[src/rtl/rcnm_pkg.sv]
`timescale 1ns / 1ps
// ----------------------------------------------------------------------------
// rcnm_pkg
// Shared types and constants of the raster cross-neighbor max/min core.
// ----------------------------------------------------------------------------
package rcnm_pkg;

  // Fixed field widths.
  localparam int COORD_W   = 10;
  localparam int CFG_W     = 11;
  localparam int CFG_IDX_W = 1;
  localparam int MAX_ROWS  = 1024;

  // Defaults of the top-level parameters.
  localparam int DEF_MAX_COLS   = 1024;
  localparam int DEF_PIXEL_BITS = 16;

  // Configuration register indexes.
  typedef enum logic [CFG_IDX_W-1:0] {
    REG_FRAME_ROWS = 1'b0,
    REG_FRAME_COLS = 1'b1
  } cfg_reg_e;

  // Which of the four cross neighbors take part in a result.
  typedef struct packed {
    logic up;
    logic down;
    logic left;
    logic right;
  } nb_mask_t;

  // Status flags of one result.
  typedef struct packed {
    logic has_neighbor;
    logic is_local_min;
  } nb_flags_t;

endpackage

[src/rtl/rcnm_result.sv]
`timescale 1ns / 1ps
// ----------------------------------------------------------------------------
// rcnm_result
// Maximum and minimum over the present cross neighbors of one pixel, with
// the local-minimum flag.
// ----------------------------------------------------------------------------
module rcnm_result
  import rcnm_pkg::*;
#(
  parameter int PIXEL_BITS = 16
) (
  input  logic signed [PIXEL_BITS-1:0] centre_i,
  input  logic signed [PIXEL_BITS-1:0] up_i,
  input  logic signed [PIXEL_BITS-1:0] down_i,
  input  logic signed [PIXEL_BITS-1:0] left_i,
  input  logic signed [PIXEL_BITS-1:0] right_i,
  input  nb_mask_t                     mask_i,
  output logic signed [PIXEL_BITS-1:0] max_o,
  output logic signed [PIXEL_BITS-1:0] min_o,
  output nb_flags_t                    flags_o
);

  localparam logic signed [PIXEL_BITS-1:0] PIX_LOW  = {1'b1, {(PIXEL_BITS-1){1'b0}}};
  localparam logic signed [PIXEL_BITS-1:0] PIX_HIGH = {1'b0, {(PIXEL_BITS-1){1'b1}}};

  logic signed [PIXEL_BITS-1:0] hi;
  logic signed [PIXEL_BITS-1:0] lo;

  always_comb begin
    hi = PIX_LOW;
    lo = PIX_HIGH;
    if (mask_i.up) begin
      if (up_i > hi) hi = up_i;
      if (up_i < lo) lo = up_i;
    end
    if (mask_i.down) begin
      if (down_i > hi) hi = down_i;
      if (down_i < lo) lo = down_i;
    end
    if (mask_i.left) begin
      if (left_i > hi) hi = left_i;
      if (left_i < lo) lo = left_i;
    end
    if (mask_i.right) begin
      if (right_i > hi) hi = right_i;
      if (right_i < lo) lo = right_i;
    end
  end

  assign max_o                = hi;
  assign min_o                = lo;
  assign flags_o.has_neighbor = |mask_i;
  assign flags_o.is_local_min = (lo >= centre_i);

endmodule
[config.mk]
export PLATFORM = sky130hd
export DESIGN_NAME = rcnm_result
export DESIGN_NICKNAME = d
export VERILOG_FILES = /design/src/rtl/rcnm_pkg.sv /design/src/rtl/rcnm_result.sv
export SDC_FILE = /design/constraint.sdc
export NUM_CORES = 1
export LEC_CHECK = 0
export BUFFER_PORTS_ARGS = -buffer_cell sky130_fd_sc_hd__buf_2
export CAP_MARGIN = 20
export CORE_ASPECT_RATIO = 1.5
export CORE_UTILIZATION = 56
export DETAILED_ROUTE_END_ITERATION = 12
export PLACE_DENSITY = 0.85
export SKIP_LAST_GASP = 1
export SYNTH_ARGS = -nofsm -noshare
export SYNTH_HDL_FRONTEND = slang
export SYNTH_SLANG_ARGS = --single-unit
[constraint.sdc]
create_clock -name vclk -period 10
set_input_delay 0.5 -clock vclk [all_inputs]
set_output_delay 0.5 -clock vclk [all_outputs]
set_load 0.02 [all_outputs]
==> flow_metrics.py, run 1 <==
metrics = {
    "outcome": {
        "status": "finished, final reports clean",
    },
    "clock_network": {
        "ctsResizeCount": 0,
    },
    "sta": {
        "setup_violations": 0,
        "rsz0062_at_grt": "no",
        "fmax_mhz": 109.0,
        "slew_headroom": 0.3930,
        "worst_slew_pin_slew_ns": 0.8986,
        "fin_setup_tns_ns": 0,
        "period_needed_ns": 9.178,
        "hold_viol_final": 0,
        "timing.final.crit_share": 0.9178,
        "final_max_slew_viol_count": 0,
    },
    "routing": {
        "vias": 4535,
        "top_layer_used": "met4",
        "wl_met3_um": 398,
        "wire_per_inst_um": 17.16,
        "drt-initial-drc-count": 295,
        "dr_wl_met2_um": 7070,
        "m1WireLength_um": 5093,
        "firstDrtPassIters": 5,
        "drt-vias-per-instance": 5.975,
        "drc_errors": 0,
        "totalWireLength_um": 13030,
        "ant_nets": 0,
    },
    "yosys": {
        "ys_types": 55,
        "synth_warnings": 0,
        "syn_area_mm2": 0.004100,
        "synth.top_cell.area_share": 0.3326,
        "syn_avg_cell_area_um2": 7.509,
        "synthCells": 546,
        "synthTopCellsByArea": "ha_1, mux2i_1, mux2_2",
        "seq_area_frac_synth": 0,
        "yosysTopAreaCell": "ha_1",
        "synth_nets": 739,
    },
    "global_routing": {
        "antenna_found_initial": 0,
        "grt_pass1_wl_um": 20820,
        "grt_pass1_vias": 4592,
        "grtUsageTotal": 0.3379,
        "grt_max_degree": 17,
        "grt-ovfl-total": 0,
    },
    "layout": {
        "syn2layout_area_growth_pct": 17.70,
        "antennaDiodeCount": 0,
        "regArea_um2": 0,
        "drive_gt1_frac": 0.2568,
        "nFlopsAndLatches": 0,
        "fin_nets": 857,
        "layoutNonFillerInstCount": 759,
        "final_common_cell": "buf_2",
        "clkbuf_count": 0,
        "final_cell_mix": "buf_2, ha_1, inv_1",
    },
    "worst_setup_path": {
        "worstPathMaxFanout": 16,
        "critPathCaptureType": "primary output",
        "critPathSlowestCell": "a21oi_4",
        "critPathArrivalTime_ns": 8.68,
        "slowest_delay_ns": 0.55,
        "cp.required_ns": 9.50,
        "worstSetupPathType": "input pin to primary output",
        "startpoint_type": "input pin",
    },
    "pwr": {
        "irDropWorstVdd_mv": 0.06932,
        "p_per_area_mw_per_mm2": 84.60,
        "clkPwrFrac": 0,
        "p_switching_w": 0.0002369,
        "p_int_w": 0.0001713,
        "combinationalPowerShare": 1.000,
        "switching_share": 0.5803,
        "leakage_nw": 2.839,
        "seqPwrFrac": 0,
    },
    "placed_design": {
        "io_buffers": 118,
        "gp_congestion": 0.9566,
        "dp.cells": 755,
        "dp_hpwl_um": 11520,
    },
    "floorplan": {
        "ios": 118,
        "fp.dieW_um": 71.87,
        "rows": 37,
        "core_mm2": 0.006990,
        "start_util": 0.5865,
        "die_h_um": 106.8,
        "die-area_mm2": 0.007675,
    },
    "flow_run": {
        "drv_cap": 0,
    },
    "hold_path": {
        "hold_path_class": "input pin to primary output",
    },
}
worst paths after layout:
check / startpoint / to / cells after the start
hold / removal: mask_i[1] / flags_o[1] / 3
setup / recovery: up_i[15] / flags_o[0] / 43
critical path, delay by kind of cell:
kind | cells | cell delay [ns]
AOI/OAI and AO/OA | 20 | 3.83
and+or+nand+nor | 10 | 1.68
adders and majority gates | 4 | 1.18
buffers and inverters | 7 | 1.05
muxes | 2 | 0.44
stage by stage:
stage	setup WS [ns]	util	instance area (um2)	hold WS, ns	power [W]
floorplan	1.564	-	4100	1.183	0.0002762
global placement	1.088	0.6843	4783	1.356	0.0003856
detailed placement	0.7126	0.6843	4783	1.359	0.0003995
CTS	0.7354	0.6843	4783	1.359	0.0004011
global route	0.06519	0.6904	4826	1.387	0.0004494
finish	0.8224	0.6904	4826	1.370	0.0004083
power groups by stage:
stage               combinational [W]  clock (W)  sequential [W]
floorplan                    0.000276          0               0
global placement             0.000386          0               0
detailed placement           0.000399          0               0
CTS                          0.000401          0               0
global route                 0.000449          0               0
finish                       0.000408          0               0
synthesized netlist by cell type (3+ instances only):
cell / n
o21ai_0: 20
o21a_1: 8
nand2b_1: 6
mux2_2: 32
o211ai_1: 3
clkbuf_1: 4
nand4_1: 21
inv_1: 85
a211oi_1: 4
buf_2: 4
a21oi_1: 41
nand2_1: 32
ha_1: 109
nand3_1: 9
mux2i_1: 49
a21o_1: 14
nor2b_1: 11
and2_1: 3
nor2_1: 39
nor4_1: 7
logic make-up after synthesis:
logic type,count (synthesis),share of synthesized area
and+or+nand+nor,146,0.1834
AOI/OAI and AO/OA,113,0.1788
adders and majority gates,109,0.3326
buffers and inverters,96,0.09399
muxes,82,0.2112
routing by layer:
layer	GRT usage	vias up
met3	0.01504	34
met5	0	-
met2	0.6819	144
li1	-	2228
met4	0.1078	0
met1	0.3624	2129
layout make-up:
type	instances	area [um2]
Multi-Input combinational cell	450	3715
Fill cell	609	2165
Timing Repair Buffer	127	670.6
Inverter	85	319.1
Tap cell	97	121.4
what timing repair did:
action	4_1_cts	5_1_grt
hold buffers	0	0
endpoints found under the setup margin	0	1
buffers inserted	0	4
No activity file was read; power rests on OpenSTA's default activity.
==> inputs of run 2 (changes only) <==
==> constraint.sdc (replaced) <==
create_clock -name vclk -period 10
set_input_delay 0.5 -clock vclk [all_inputs]
set_output_delay 0.5 -clock vclk [all_outputs]
set_load 0.005 [all_outputs]
==> run 2 against run 1 <==
  * Cell area is 1.0% lower
  * Via count is 0.53% lower
  * Total power is 10% lower
  * Maximum frequency is 1.4% higher
  * Die area stayed put
  * Count of clock-buffer cells in the layout stayed put
  * Cell count is 0.66% lower
  * Combinational power is 10% lower
  * Largest power group unchanged
==> flow_metrics.py, run 2 (synthesis gave the netlist of run 1 again) <==
metrics = {
    "routing": {
        "ant_nets": 0,
        "drt-initial-drc-count": 288,
        "vias": 4511,
        "totalWireLength_um": 12840,
        "firstDrtPassIters": 5,
        "drt-vias-per-instance": 5.983,
        "wire_per_inst_um": 17.02,
        "drc_errors": 0,
    },
    "sta": {
        "period_needed_ns": 9.050,
        "hold_viol_final": 0,
        "setup_violations": 0,
        "timing.final.crit_share": 0.9050,
        "worst_slew_pin_slew_ns": 0.8739,
        "slew_headroom": 0.4097,
        "final_max_slew_viol_count": 0,
        "fin_setup_tns_ns": 0,
        "rsz0062_at_grt": "no",
        "fmax_mhz": 110.5,
    },
    "hold_path": {
        "hold_path_class": "input pin to primary output",
        "hold_path_depth": 3,
    },
    "layout": {
        "drive_gt1_frac": 0.2527,
        "multi_input_area_mm2": 0.003716,
        "fin_nets": 852,
        "final_cell_mix": "buf_2, ha_1, inv_1",
        "syn2layout_area_growth_pct": 16.51,
        "regArea_um2": 0,
        "fill_cells": 637,
        "clkbuf_count": 0,
        "nFlopsAndLatches": 0,
        "antennaDiodeCount": 0,
        "final_common_cell": "buf_2",
    },
    "placed_design": {
        "io_buffers": 118,
        "dp_hpwl_um": 11500,
        "gp_congestion": 0.9472,
    },
    "global_routing": {
        "grt_pass1_vias": 4456,
        "grt-ovfl-total": 0,
        "antenna_found_initial": 0,
        "grt_max_degree": 31,
        "grt_pass1_wl_um": 20530,
        "grtUsageTotal": 0.3321,
    },
    "floorplan": {
        "fp.dieW_um": 71.87,
        "core_mm2": 0.006990,
        "start_util": 0.5865,
        "die_h_um": 106.8,
        "die-area_mm2": 0.007675,
        "rows": 37,
        "ios": 118,
    },
    "clock_network": {
        "ctsResizeCount": 0,
        "post-cts-setup-buffer-count": 0,
        "holdBufCountCts": 0,
    },
    "worst_setup_path": {
        "crit_family": "compound AO/OA/AOI/OAI gates",
        "critPathCaptureType": "primary output",
        "slowest_delay_ns": 0.54,
        "worstSetupPathType": "input pin to primary output",
        "cp.depth": 40,
        "path_buf_inv": 4,
        "critPathArrivalTime_ns": 8.55,
        "cp.required_ns": 9.50,
        "worstPathMaxFanout": 30,
        "startpoint_type": "input pin",
        "critPathSlowestCell": "o21ai_4",
    },
    "flow_run": {
        "drv_cap": 0,
    },
    "pwr": {
        "leakage_nw": 2.811,
        "irDropWorstVdd_mv": 0.05302,
        "p_total_w": 0.0003668,
        "p_per_area_mw_per_mm2": 76.78,
    },
    "outcome": {
        "status": "finished, final reports clean",
    },
}
run 2: layout make-up:
cell class,count,share of cell area
inverter,85,0.06679
multi-input combinational,450,0.7779
tap,97,0.02541
timing repair buffer,122,0.1299
run 2: worst paths after layout:
kind,from,to
worst max-delay path,up_i[15],flags_o[0]
worst min-delay path,mask_i[1],flags_o[1]
run 2: metal layers:
layer  wire, um  GRT usage  vias to the layer above
met5          0          0                        -
met3        396    0.01222                       37
li1           -          -                     2214
met1       5106     0.3675                     2117
met4        508     0.1190                        0
met2       6825     0.6523                      143
run 2: through the flow:
| step | setup slack [ns] | util | hold slack [ns] | instances | instance area, um2 |
|---|---|---|---|---|---|
| 2_1_floorplan | 1.920 | - | 1.089 | 546 | 4100 |
| 3_3_place_gp | 1.102 | 0.6832 | 1.309 | 754 | 4776 |
| 3_5_place_dp | 0.7287 | 0.6832 | 1.304 | 754 | 4776 |
| 4_1_cts | 0.7372 | 0.6832 | 1.305 | 754 | 4776 |
| 5_1_grt | 0.2644 | 0.6834 | 1.328 | 754 | 4777 |
| 6_report | 0.9505 | 0.6834 | 1.314 | 754 | 4777 |
run 2: report_power, final:
part	total (W)	leakage [nW]	switching, W	internal (W)
Clock	0	0	0	0
Combinational	0.000367	2.81	0.000200	0.000167
Sequential	0	0	0	0
Total	0.000367	2.81	0.000200	0.000167
==> inputs of run 3 (changes only) <==
--- a/config.mk
+++ b/config.mk
@@ -8,9 +8,9 @@
 export BUFFER_PORTS_ARGS = -buffer_cell sky130_fd_sc_hd__buf_2
 export CAP_MARGIN = 20
 export CORE_ASPECT_RATIO = 1.5
-export CORE_UTILIZATION = 56
+export CORE_UTILIZATION = 51
 export DETAILED_ROUTE_END_ITERATION = 12
-export PLACE_DENSITY = 0.85
+export PLACE_DENSITY = 0.82
 export SKIP_LAST_GASP = 1
 export SYNTH_ARGS = -nofsm -noshare
 export SYNTH_HDL_FRONTEND = slang
==> constraint.sdc (replaced) <==
create_clock -name vclk -period 8.1
set_input_delay 0.405 -clock vclk [all_inputs]
set_output_delay 0.405 -clock vclk [all_outputs]
set_load 0.005 [all_outputs]
==> run 3 against run 2 <==
  * The run now ends with setup timing left
  * Worst setup slack worse by 1.3 ns
  * Critical path depth up 1
  * Hold slack got worse by 0.16 ns
  * Utilization up 9.1 points
  * Non-clock buffer count grew 103
  * Global-route usage is 2.6 points higher
  * Cell area grew 25%
  * Flip-flop and latch count stayed put
  * Die area increased by 9.6%
  * Combinational power increased by 69%
==> flow_metrics.py, run 3 (synthesis gave the netlist of run 1 again) <==
metrics = {
    "global_routing": {
        "grt_pass1_vias": 5414,
        "grt-ovfl-total": 0,
        "antenna_found_initial": 0,
        "grtUsageTotal": 0.3578,
        "grt_pass1_wl_um": 23890,
        "grt_max_degree": 17,
    },
    "pwr": {
        "p_per_area_mw_per_mm2": 104.1,
        "leakage_nw": 3.327,
        "irDropWorstVdd_mv": 0.08395,
    },
    "placed_design": {
        "io_buffers": 118,
        "place_area_mm2": 0.005393,
        "gp_congestion": 1.018,
        "dp_hpwl_um": 12200,
    },
    "floorplan": {
        "ios": 118,
        "start_util": 0.5318,
        "die_h_um": 111.8,
        "rows": 39,
        "core_mm2": 0.007710,
        "die-area_mm2": 0.008410,
        "fp.dieW_um": 75.21,
    },
    "worst_setup_path": {
        "cp.depth": 41,
        "critPathArrivalTime_ns": 8.00,
        "worstSetupPathType": "input pin to primary output",
        "crit_family": "compound AO/OA/AOI/OAI gates",
        "critPathSlowestCell": "nor4_2",
        "startpoint_type": "input pin",
        "cp.required_ns": 7.70,
        "worstPathMaxFanout": 13,
        "cp_common_cell": "ha_1",
        "critPathCaptureType": "primary output",
        "slowest_delay_ns": 0.37,
        "path_buf_inv": 8,
    },
    "routing": {
        "firstDrtPassIters": 5,
        "drc_errors": 0,
        "ant_nets": 0,
        "totalWireLength_um": 16010,
        "wire_per_inst_um": 18.57,
        "drt-initial-drc-count": 325,
        "drt-vias-per-instance": 6.085,
        "vias": 5245,
    },
    "layout": {
        "final_cell_mix": "buf_2, ha_1, buf_4",
        "antennaDiodeCount": 0,
        "clkbuf_count": 0,
        "regArea_um2": 0,
        "final_common_cell": "buf_2",
        "final_cell_area_mm2": 0.005967,
        "fill_cells": 554,
        "syn2layout_area_growth_pct": 45.53,
        "fin_nets": 955,
        "nFlopsAndLatches": 0,
        "drive_gt1_frac": 0.4105,
    },
    "sta": {
        "worst_slew_pin_slew_ns": 0.4441,
        "period_needed_ns": 8.406,
        "fin_setup_tns_ns": -0.3060,
        "setup_ws_ns": -0.3060,
        "final_max_slew_viol_count": 0,
        "fmax_mhz": 119.0,
        "setup_violations": 1,
        "rsz0062_at_grt": "yes",
        "whs_ns": 1.152,
        "hold_viol_final": 0,
        "timing.final.crit_share": 1.038,
        "slew_headroom": 0.7039,
    },
    "hold_path": {
        "hold_path_depth": 3,
        "hold_path_class": "input pin to primary output",
    },
    "outcome": {
        "violations": "setup timing",
        "status": "finished with violations",
    },
    "flow_run": {
        "drv_cap": 0,
    },
}
==> run 3: cell count changes in the layout (fill, tap and decap cells not counted), moves of 6 or more <==
cell / before / now
mux2i_4: 0 / 6
mux2i_1: 49 / 38
o21ai_0: 20 / 14
buf_12: 0 / 6
a21oi_2: 0 / 8
a21oi_1: 41 / 31
buf_4: 4 / 97
==> run 3: metrics by stage <==
step / utilization / std cells / power [W] / setup WS, ns
finish: 0.7739 / 862 / 0.0006210 / -0.3060
global route: 0.7739 / 862 / 0.0006694 / -0.8787
CTS: 0.7356 / 852 / 0.0005620 / -0.03201
detailed placement: 0.6994 / 832 / 0.0005248 / -0.3349
global placement: 0.6994 / 832 / 0.0005035 / 0.001207
floorplan: - / 546 / 0.0002969 / 0.2101
==> run 3: cell type report <==
type / instances / area [um2] / area share
Inverter: 85 / 319.1 / 0.05347
Timing Repair Buffer: 225 / 1478 / 0.2476
Multi-Input combinational cell: 450 / 4043 / 0.6775
Tap cell: 102 / 127.6 / 0.02139
==> run 3: what timing repair did <==
item,CTS,global route
hold buffers,0,0
setup buffers,19,10
pin swaps,25,23
gates resized for setup,36,32
setup endpoints to repair,1,17
gates cloned,1,0
==> run 3: worst paths after layout <==
path | end | slack, ns | startpoint
worst max-delay path | flags_o[0] | -0.31 | up_i[6]
worst min-delay path | flags_o[1] | 1.15 | mask_i[1]
==> run 3: per-layer routing <==
metal | track usage | wire length, um | vias up
li1 | - | - | 2422
met4 | 0.2395 | 1152 | 0
met2 | 0.6438 | 8201 | 292
met3 | 0.03891 | 909 | 99
met5 | 0 | 0 | -
met1 | 0.3723 | 5747 | 2432
==> run 3: where the power goes <==
group	switching (W)	internal (W)
Clock	0	0
Sequential	0	0
Combinational	0.000307	0.000314
Total	0.000307	0.000314
