===== config.mk =====
export PLATFORM = sky130hd
export DESIGN_NAME = rcnm_cell
export DESIGN_NICKNAME = d
export VERILOG_FILES = /design/src/rtl/rcnm_cell.sv
export SDC_FILE = /design/constraint.sdc
export NUM_CORES = 1
export LEC_CHECK = 0
export BUFFER_PORTS_ARGS = -buffer_cell sky130_fd_sc_hd__buf_2
export CAP_MARGIN = 15
export CORE_MARGIN = 1.5
export CORE_UTILIZATION = 35
export DETAILED_ROUTE_END_ITERATION = 10
export HOLD_SLACK_MARGIN = 0.06
export PLACE_DENSITY = 0.68
export SLEW_MARGIN = 10
export SYNTH_ARGS = -nofsm -noshare
export SYNTH_HDL_FRONTEND = slang
export SYNTH_SLANG_ARGS = --single-unit
export TNS_END_PERCENT = 1

===== constraint.sdc =====
create_clock -name clk_i -period 0.8 [get_ports clk_i]
set_input_delay 0.16 -clock clk_i [delete_from_list [all_inputs] [get_ports clk_i]]
set_output_delay 0.16 -clock clk_i [all_outputs]
set_load 0.01 [all_outputs]

===== src/rtl/rcnm_cell.sv =====
`timescale 1ns / 1ps
// ----------------------------------------------------------------------------
// rcnm_cell
// One tap of a pixel window: holds a pixel and its presence bit and takes
// its neighbor's contents on every shift.
// ----------------------------------------------------------------------------
module rcnm_cell #(
  parameter int PIXEL_BITS = 16
) (
  input  logic                         clk_i,
  input  logic                         rst_ni,
  input  logic                         shift_i,
  input  logic                         keep_i,
  input  logic signed [PIXEL_BITS-1:0] val_i,
  input  logic                         vld_i,
  output logic signed [PIXEL_BITS-1:0] val_o,
  output logic                         vld_o
);

  logic signed [PIXEL_BITS-1:0] val_q;
  logic                         vld_q;
  logic                         vld_d;

  // The presence bit drops on a shift with keep_i low, as when the window moves into a new row.
  assign vld_d = vld_i & keep_i;

  always_ff @(posedge clk_i or negedge rst_ni) begin
    if (!rst_ni) begin
      vld_q <= 1'b0;
    end else if (shift_i) begin
      vld_q <= vld_d;
    end
  end

  always_ff @(posedge clk_i) begin
    if (shift_i) begin
      val_q <= val_i;
    end
  end

  assign val_o = val_q;
  assign vld_o = vld_q;

endmodule


==> metrics.md, run 1 <==
| Metric | Value |
|---|---|
| Status | `finished, violations left` |
| Failing checks | `setup timing` |
| Finished Layout Cells | `91` |
| Layout Area Growth over Synthesis | `75.2%` |
| Ys Warns | `0` |
| Period minus WS final | `974 ps` |
| Mean routed wirelength per cell | `12.2 µm` |
| WP data required | `640 ps` |
| CP Data Arrival Time | `810 ps` |
| Max-cap violations | `0` |
| Worst-margin pin slew | `94.0 ps` |
| Share of cells above drive strength 1 | `53.9%` |
| CTS tree | `yes` |
| Cell taking the most area after synthesis | `edfxtp_1` |
| First-pass GRT wire length | `1640 µm` |
| CP Launch Type | `flip-flop` |
| Final worst path period share | `122%` |
| Post-synth net total | `41` |
| Relative slew margins | `93.7%` |
| Cell Rows | `13` |
| Grt met3 use | `3.48%` |
| Via count | `383` |
| Diodes inserted | `0` |
| Grt met2 use | `24.7%` |
| Final nets | `98` |
| Pin count of the biggest net entering global routing | `19` |
| TritonCTS buffer count | `3` |
| Global placement routability congestion | `0.657` |
| 1st-pass router iterations | `2` |
| Clock Path Buffers | `2` |
| Cells after DPL | `73` |
| Worst path cell trace | `buf_2` |
| WL final | `1110 µm` |
| Met1 Track Usage GR | `13.9%` |
| Sw Ratio | `20.3%` |
| Final Skew | `0 ps` |
| Vias in the first global route | `358` |
| Top cell type's share of synthesized area | `92.5%` |
| Post-DP Area | `743 µm²` |
| Internal power component | `1380 µW` |
| PostCTS Resize Cnt | `0` |
| Worst Hold Class | `primary input to flip-flop` |
| Grt peak-use layer | `met2` |
| Sequential Power Share | `61.7%` |
| Async S/R FF share, synth | `5.88%` |
| Distinct cells, synth | `5` |
| CP endpoint kind | `output port` |
| Hold_ws | `65.9 ps` |
| Starting Density | `38.9%` |
| Worst vdd ir | `1.17 mV` |
| Top_reg_cell synth | `edfxtp_1` |
| Detailed router's first-iteration violation count | `1` |
| Setup slack after layout | `-174 ps` |
| Final Hold Vio Count | `0` |
| I/O pin total | `38` |
| Worst path top cell family by delay | `flip-flops` |
| Clk network pwr share | `24.7%` |
| Core region area | `1330 µm²` |
| Fill count | `107` |
| P_sw | `351 µW` |
| Most frequent cell after synthesis | `edfxtp_1` |
| Final routed DRC violation total | `0` |
| Commonest cells post-synth | `edfxtp_1, dfrtp_1, inv_1, nand3_1, o21ai_1` |
| EDFF count, synth | `16` |
| RSZ-0062 raised after global routing | `yes` |
| Clock Sinks | `17` |
| Final ANT Viol Nets | `0` |
| Port bufs | `37` |
| Delay of the slowest critical-path stage | `390 ps` |
| Gr ovfl total | `0` |
| CP max FO | `1` |
| Design Area, Final | `910 µm²` |
| Final setup violation count | `17` |
| Clock Latency Late Sink | `270 ps` |
| Total track usage | `13.6%` |
| Die ar. | `1720 µm²` |
| Power Density | `1900 nW/µm²` |
| Cell count after synthesis | `20` |
| Yosys reg bits | `17` |
| Ranking of synthesized cells by area | `edfxtp_1, dfrtp_1, nand3_1, o21ai_1, inv_1` |
| F_max | `1030 MHz` |
| Synthesized cell area | `519 µm²` |
| Comb power frac | `13.6%` |
| Post-CTS setup buffers | `0` |
| Leak pwr | `0.000404 µW` |
| Initial antenna violation count | `0` |
| DP Wirelength | `764 µm` |
| Root Buffer | `clkbuf_4` |
| Die Wd | `41.5 µm` |
| Sequential share of the synthesized area | `97.3%` |
| Slowest stage cell, crit path | `edfxtp_1` |
| Fin. max-slew vios | `0` |
| Post-synthesis area per instance | `26.0 µm²` |
| CTS H-tree lvls | `1` |
| Buf+Inv Stages, Crit Path | `1` |
| Die Height | `41.5 µm` |
| Via/cell ratio | `4.21` |
| Critical Setup Path Class | `flip-flop to output port` |
| Worst-path clk slew | `90 ps` |
-- cells in the final DEF, fill, tap and decap left out --
| cell type | count |
|---|---|
| buf_12 | 1 |
| buf_2 | 37 |
| clkbuf_1 | 1 |
| clkbuf_4 | 3 |
| dfrtp_1 | 1 |
| dlygate4sd3_1 | 14 |
| edfxtp_1 | 16 |
| inv_1 | 1 |
| nand3_1 | 1 |
| o21ai_1 | 1 |
-- registers in the layout, summed over array words and instances, names as in the netlist --
name,count
val_o,16
vld_o,1
-- logic make-up after synthesis --
family / synth area share, %
compound gates: 0.963
buf+inv: 0.722
flops: 97.3
simple gates: 0.963
-- cell type report --
| cell class | count | area [µm²] | share of cell area, % |
|---|---|---|---|
| Tap cell | 15 | 18.8 | 2.06 |
| Timing Repair Buffer | 52 | 345 | 38.0 |
| Sequential cell | 17 | 505 | 55.6 |
| Clock buffer | 4 | 26.3 | 2.89 |
| Inverter | 1 | 3.75 | 0.413 |
| Multi-Input combinational cell | 2 | 10.0 | 1.10 |
-- per-layer routing --
layer	vias to the layer above	wire, µm
met3	2	85
met2	22	620
li1	190	-
met4	0	10
met5	-	0
met1	169	397
-- through the flow --
stage	setup slack [ps]	setup TNS (ps)	total power, µW	util [%]
after floorplan	179	0	1130	-
after global routing	-203	-3050	1790	68.2
after detailed placement	85.9	0	1270	55.7
after CTS	-183	-2630	1730	65.9
after global placement	93.4	0	1260	55.7
final	-174	-2500	1730	68.2
-- power by group through the flow --
stage	Sequential, µW	Clock [µW]	Combinational (µW)
after floorplan	1130	0	4.08
after detailed placement	1090	0	185
final	1070	427	234
after global placement	1080	0	178
after CTS	1070	433	226
after global routing	1070	466	255
-- worst paths after layout --
| kind | from | endpoint | slack, ps | cells after the start |
|---|---|---|---|---|
| setup / recovery | val_o[15] | val_o[15] | -170 | 1 |
| hold / removal | val_i[0] | val_o[0] | 70 | 1 |
| setup reg to reg | vld_o | vld_o | 190 | 2 |
| hold reg to reg | vld_o | vld_o | 540 | 2 |
| max in group asynchronous | rst_ni | vld_o | 540 | 2 |
| min in group asynchronous | rst_ni | vld_o | 180 | 2 |
-- repair_timing --
item / CTS / global route
setup endpoints to repair: 17 / 17
hold buffers: 11 / 3
hold endpoints to repair: 11 / 3
(Power assumes the default switching activity.)
==> run 2: changes to the inputs <==
PLACE_DENSITY = 0.73   (was 0.68)
==> run 2 against run 1 <==
The flow still finishes with violations (setup timing). Die area did not move. Final area rose by 3.3%. Largest power group unchanged. Combinational power rose by 4%. Critical endpoint is now vld_o. Hold slack improved by 43 ps. First-iteration DRC count rose to 5.0 times the previous value. Utilization rose by 2.3 points. Sequential power barely moved. Highest routed layer unchanged.
==> metrics.md, run 2 (same netlist as run 1, synthesis figures left out) <==
| Metric | Value |
|---|---|
| Most common cell after layout, fill and taps aside | `buf_2` |
| Internal power component | `1390 µW (+0.68%)` |
| Gr ovfl total | `0 (unchanged)` |
| Post-DP Area | `743 µm² (unchanged)` |
| Share of cells above drive strength 1 | `51.9% (-2.0 points)` |
| Via/cell ratio | `4.22 (+0.35%)` |
| Cells after DPL | `73 (unchanged)` |
| Root Buffer | `clkbuf_4` |
| Critical Setup Path Class | `flip-flop to output port` |
| Detailed router's first-iteration violation count | `5 (+4)` |
| Worst vdd ir | `1.09 mV (-7.0%)` |
| Cell Rows | `13 (unchanged)` |
| Leak pwr | `0.000417 µW (+3.1%)` |
| Status | `finished, violations left` |
| Sequential Power Share | `61.4% (-0.3 points)` |
| Initial antenna violation count | `0 (unchanged)` |
| Total track usage | `15.1% (+1.5 points)` |
| Die ar. | `1720 µm² (unchanged)` |
| RSZ-0062 raised after global routing | `yes` |
| Max-cap violations | `0 (unchanged)` |
| Fill count | `90 (-16%)` |
| Final ANT Viol Nets | `0 (unchanged)` |
| Post-CTS setup buffers | `0 (unchanged)` |
| Final setup violation count | `17 (unchanged)` |
| First-pass GRT wire length | `1840 µm (+12%)` |
| CTS H-tree lvls | `1 (unchanged)` |
| CP max FO | `2 (+1)` |
| Final routed DRC violation total | `0 (unchanged)` |
| Worst Hold Class | `primary input to flip-flop` |
| PostCTS Resize Cnt | `0 (unchanged)` |
| Pin count of the biggest net entering global routing | `19 (unchanged)` |
| Mean routed wirelength per cell | `12.0 µm (-1.8%)` |
| Layout Area Growth over Synthesis | `81.0%` |
| Max reg flops | `16 (unchanged)` |
| Final Hold Vio Count | `0 (unchanged)` |
| TritonCTS buffer count | `3 (unchanged)` |
| Tot Pwr | `1730 µW (+0.41%)` |
| Power Density | `1850 nW/µm² (-2.8%)` |
| F_max | `1040 MHz (+1.3%)` |
| Design Area, Final | `940 µm² (+3.3%)` |
| WL final | `1130 µm (+1.4%)` |
| CP Launch Type | `flip-flop` |
| Via count | `397 (+3.7%)` |
| Die Height | `41.5 µm (unchanged)` |
| Buf+Inv Stages, Crit Path | `1 (unchanged)` |
| I/O pin total | `38 (unchanged)` |
| Setup slack after layout | `-161 ps (+12.4 ps)` |
| 1st-pass router iterations | `2 (unchanged)` |
| Final Core Density | `70.5% (+2.3 points)` |
| Clock Path Buffers | `2 (unchanged)` |
| Number of cells on the critical path | `1 (unchanged)` |
| Diodes inserted | `0 (unchanged)` |
| Slowest stage cell, crit path | `dfrtp_1` |
| P_sw | `348 µW (-0.63%)` |
| Worst-margin pin slew | `96.3 ps (+2.31 ps)` |
| Failing checks | `setup timing` |
| Final worst path period share | `120% (-1.6 points)` |
| WP data required | `640 ps (about the same)` |
| Core region area | `1330 µm² (unchanged)` |
| Clock Sinks | `17 (unchanged)` |
| CTS tree | `yes` |
| Delay of the slowest critical-path stage | `390 ps (about the same)` |
| CP endpoint kind | `output port` |
| Starting Density | `38.9% (unchanged)` |
| Vias in the first global route | `388 (+8.4%)` |
| Clock Latency Late Sink | `270 ps (about the same)` |
| Setup TNS | `-2430 ps (+69.6 ps)` |
| Die Wd | `41.5 µm (unchanged)` |
| Final Skew | `0 ps (unchanged)` |
| CP Data Arrival Time | `800 ps (about the same)` |
| Sw Ratio | `20.1% (-0.21 points)` |
| Finished Layout Cells | `94 (+3.3%)` |
| Worst hold path cell count | `3 (+2)` |
| Worst path top cell family by delay | `flip-flops` |
| Port bufs | `37 (unchanged)` |
| Fin. max-slew vios | `0 (unchanged)` |
| Period minus WS final | `961 ps (-12.4 ps)` |
| Comb power frac | `14.1% (+0.5 points)` |
| Global placement routability congestion | `0.586 (-11%)` |
| Relative slew margins | `93.5% (-0.16 points)` |
| Worst path cell trace | `buf_2` |
| Worst-path clk slew | `90 ps (about the same)` |
| Clk network pwr share | `24.6% (about the same)` |
| Most frequent cells in the layout | `buf_2, dlygate4sd3_1, edfxtp_1, clkbuf_4` |
| Final nets | `101 (+3.1%)` |
| Worst-case reg-to-reg path depth | `2 (unchanged)` |
## run 2: changes by cell type in the layout (fill, tap and decap cells not counted)
cell,delta
dlygate4sd3_1,+3
## run 2: what timing repair did
action                     4_1_cts  5_1_grt
cloned                           0        0
setup endpoints to repair       17       17
pin swaps                        0        0
hold buffers                    15        2
hold endpoints to repair        15        2
## run 2: path summary, 6_finish.rpt
| kind | from | endpoint | slack (ps) |
|---|---|---|---|
| setup / recovery | vld_o | vld_o | -160 |
| hold / removal | keep_i | vld_o | 110 |
| setup reg to reg | vld_o | vld_o | 200 |
| hold reg to reg | vld_o | vld_o | 530 |
| max in group asynchronous | rst_ni | vld_o | 530 |
| min in group asynchronous | rst_ni | vld_o | 190 |
## run 2: stage by stage
stage	hold slack (ps)	setup WS (ps)
2_1_floorplan	-136	179
3_3_place_gp	-64.7	93.9
3_5_place_dp	-64.1	83.5
4_1_cts	62.7	-176
5_1_grt	125	-217
6_report	109	-161
## run 2: layout make-up
cell class | instances | area (µm²) | area share (%)
Sequential cell | 17 | 505 | 53.8
Tap cell | 15 | 18.8 | 2.00
Multi-Input combinational cell | 2 | 10.0 | 1.07
Inverter | 1 | 3.75 | 0.399
Timing Repair Buffer | 55 | 375 | 39.9
Clock buffer | 4 | 26.3 | 2.80
## run 2: routing by layer
metal | global-route usage, % | share of wire (%) | vias up | wire length (µm)
met4 | 7.74 | 0.53 | 0 | 6
met1 | 15.6 | 36 | 181 | 405
met3 | 4.35 | 5.6 | 2 | 63
li1 | - | - | 196 | -
met2 | 27.2 | 58 | 18 | 654
met5 | 0 | 0 | - | 0
## run 2: worst reg2reg max path: cells and delay by family (launching register included)
| kind | cells | cell delay (ps) |
|---|---|---|
| buffers and inverters | 1 | 50 |
| AOI/OAI and AO/OA | 1 | 60 |
| DFF | 1 | 390 |
## run 2: power groups by stage
stage	Sequential (µW)	Combinational (µW)	Clock, µW
2_1_floorplan	1130	4.08	0
3_3_place_gp	1080	178	0
3_5_place_dp	1090	183	0
4_1_cts	1070	239	445
5_1_grt	1070	265	498
6_report	1060	244	426
==> run 3: changes to the inputs <==
ABC_AREA = 1   (was unset)
CORE_UTILIZATION = 37   (was 35)
PLACE_DENSITY = 0.76   (was 0.73)
==> run 3 against run 2 <==
The flow still finishes with violations (setup timing). Non-clock buffer count unchanged. Global-route usage up 0.089 points. Sequential cell count unchanged. Total power up 0.31%. Largest power group unchanged. Critical path depth unchanged. Critical endpoint is now val_o[13]. Routed wire length down 2.9%. Setup slack worse by 2.8 ps. Hold slack worse by 14 ps. Clock power about the same. Count of clock-buffer cells in the layout unchanged. Final area up 0.27%.
==> metrics.md, run 3 <==
| Metric | Value |
|---|---|
| Design Area, Final | `942 µm² (+0.27%)` |
| Final routed DRC violation total | `0 (unchanged)` |
| Die Wd | `40.6 µm (-2.3%)` |
| Critical Setup Path Class | `flip-flop to output port` |
| CTS H-tree lvls | `1 (unchanged)` |
| Leak pwr | `0.000425 µW (+2.0%)` |
| Total track usage | `15.2% (+0.089 points)` |
| Global placement routability congestion | `0.630 (+7.5%)` |
| Final Core Density | `72.4% (+2.0 points)` |
| Status | `finished, violations left` |
| Root Buffer | `clkbuf_4` |
| Share of cells above drive strength 1 | `51.2% (-0.65 points)` |
| Async S/R FF share, synth | `5.88% (unchanged)` |
| Sequential Power Share | `61.2% (-0.2 points)` |
| CTS tree | `yes` |
| Final worst path period share | `120% (+0.36 points)` |
| Period minus WS final | `964 ps (+2.85 ps)` |
| Worst vdd ir | `1.01 mV (-7.7%)` |
| Post-DP Area | `746 µm² (+0.34%)` |
| Layout Area Growth over Synthesis | `80.6%` |
| Final ANT Viol Nets | `0 (unchanged)` |
| Final nets | `102 (+0.99%)` |
| Via count | `401 (+1.0%)` |
| CP max FO | `1 (-1)` |
| Final Skew | `0 ps (unchanged)` |
| Clk network pwr share | `24.6% (about the same)` |
| Cell Rows | `13 (unchanged)` |
| Clock Path Buffers | `2 (unchanged)` |
| Ranking of synthesized cells by area | `edfxtp_1, dfrtp_1, nand2_1, nand3_1, inv_1` |
| Top_reg_cell synth | `edfxtp_1` |
| PostCTS Resize Cnt | `0 (unchanged)` |
| Failing checks | `setup timing` |
| Internal power component | `1390 µW (about the same)` |
| Top cell type's share of synthesized area | `92.1% (-0.44 points)` |
| Post-synth net total | `42 (+2.4%)` |
| Sw Ratio | `20.3% (+0.24 points)` |
| Distinct cells, synth | `5 (unchanged)` |
| Max-cap violations | `0 (unchanged)` |
| CP Data Arrival Time | `800 ps (about the same)` |
| Worst-path clk slew | `90 ps (about the same)` |
| Delay of the slowest critical-path stage | `380 ps (about the same)` |
| Sequential share of the synthesized area | `96.9% (-0.47 points)` |
| I/O pin total | `38 (unchanged)` |
| Die ar. | `1640 µm² (-4.6%)` |
| WP data required | `640 ps (about the same)` |
| Worst Hold Class | `primary input to flip-flop` |
| Port bufs | `37 (unchanged)` |
| WL final | `1100 µm (-2.9%)` |
| Detailed router's first-iteration violation count | `16 (+11)` |
| Yosys reg bits | `17 (unchanged)` |
| Commonest cells post-synth | `edfxtp_1, nand2_1, dfrtp_1, inv_1, nand3_1` |
| Worst path cell trace | `buf_2` |
| Clock Latency Late Sink | `270 ps (about the same)` |
| Starting Density | `40.1% (+1.2 points)` |
| Synthesized cell area | `522 µm² (+0.48%)` |
| Mean routed wirelength per cell | `11.5 µm (-3.9%)` |
| Slowest stage cell, crit path | `edfxtp_1` |
| CP Launch Type | `flip-flop` |
| Relative slew margins | `93.7% (+0.12 points)` |
| First-pass GRT wire length | `1510 µm (-18%)` |
| TritonCTS buffer count | `3 (unchanged)` |
| CP endpoint kind | `output port` |
| Cell taking the most area after synthesis | `edfxtp_1` |
| Power Density | `1850 nW/µm² (about the same)` |
| Buf+Inv Stages, Crit Path | `1 (unchanged)` |
| Pin count of the biggest net entering global routing | `19 (unchanged)` |
| Vias in the first global route | `369 (-4.9%)` |
| Cell count after synthesis | `21 (+5.0%)` |
| Diodes inserted | `0 (unchanged)` |
| Core region area | `1300 µm² (-2.4%)` |
| Worst path top cell family by delay | `flip-flops` |
| RSZ-0062 raised after global routing | `yes` |
| Most frequent cells in the layout | `buf_2, dlygate4sd3_1, edfxtp_1, clkbuf_4, nand2_1` |
| P_sw | `354 µW (+1.5%)` |
| Initial antenna violation count | `0 (unchanged)` |
| Most common cell after layout, fill and taps aside | `buf_2` |
| Post-CTS setup buffers | `0 (unchanged)` |
| Setup slack after layout | `-164 ps (-2.85 ps)` |
| F_max | `1040 MHz (-0.30%)` |
| Die Height | `40.6 µm (-2.3%)` |
| Most frequent cell after synthesis | `edfxtp_1` |
| Max reg flops | `16 (unchanged)` |
| Fin. max-slew vios | `0 (unchanged)` |
| Final setup violation count | `17 (unchanged)` |
| Clock Sinks | `17 (unchanged)` |
| Comb power frac | `14.1% (about the same)` |
| Via/cell ratio | `4.22 (about the same)` |
| Worst-margin pin slew | `95.2 ps (-1.14 ps)` |
| EDFF count, synth | `16 (unchanged)` |
| Post-synthesis area per instance | `24.8 µm² (-4.3%)` |
| Setup TNS | `-2520 ps (-91.0 ps)` |
| Gr ovfl total | `0 (unchanged)` |
| Ys Warns | `0 (unchanged)` |
| 1st-pass router iterations | `4 (+2)` |
| Final Hold Vio Count | `0 (unchanged)` |
run 3: per-stage QoR:
stage                     hold WS, ps  setup WS [ps]  cells  total power (µW)
final                            95.5           -164     95              1740
after detailed placement        -61.0           88.3     74              1270
after CTS                        87.7           -189     95              1760
after global routing              106           -220     95              1820
after floorplan                  -136            180     21              1130
after global placement          -64.6           95.3     74              1260
run 3: logic make-up after synthesis:
family	count (synthesis)	share of synthesized area (%)
flops	17	96.9
simple gates	3	2.40
buf+inv	1	0.719
run 3: timing repair:
item,CTS,global route
hold endpoints to repair,17,0
hold buffers,17,0
endpoints found under the setup margin,17,17
run 3: worst paths after layout:
| kind | slack (ps) | startpoint | endpoint | cells past startpoint |
|---|---|---|---|---|
| max | -160 | val_o[13] | val_o[13] | 1 |
| min | 100 | keep_i | vld_o | 3 |
| max reg2reg | 210 | vld_o | vld_o | 2 |
| min reg2reg | 480 | vld_o | vld_o | 2 |
| max in group asynchronous | 540 | rst_ni | vld_o | 2 |
| min in group asynchronous | 180 | rst_ni | vld_o | 2 |
run 3: layout make-up:
class | instances | area (µm²)
sequential | 17 | 505
timing repair buffer | 55 | 375
fill | 103 | 359
clock buffer | 4 | 26.3
tap | 15 | 18.8
multi-input combinational | 3 | 12.5
inverter | 1 | 3.75
run 3: power groups by stage:
stage,logic [µW],clock network [µW],registers [µW]
3_3_place_gp,178,0,1080
6_report,246,429,1060
4_1_cts,245,452,1070
2_1_floorplan,4.32,0,1130
5_1_grt,267,482,1070
3_5_place_dp,182,0,1090
run 3: routing by layer:
| layer | up-vias | wire length [µm] | track usage, % |
|---|---|---|---|
| met5 | - | 0 | 0 |
| met4 | 0 | 0 | 5.00 |
| met3 | 0 | 50 | 5.00 |
| met2 | 15 | 626 | 26.2 |
| met1 | 187 | 419 | 17.5 |
| li1 | 199 | - | - |
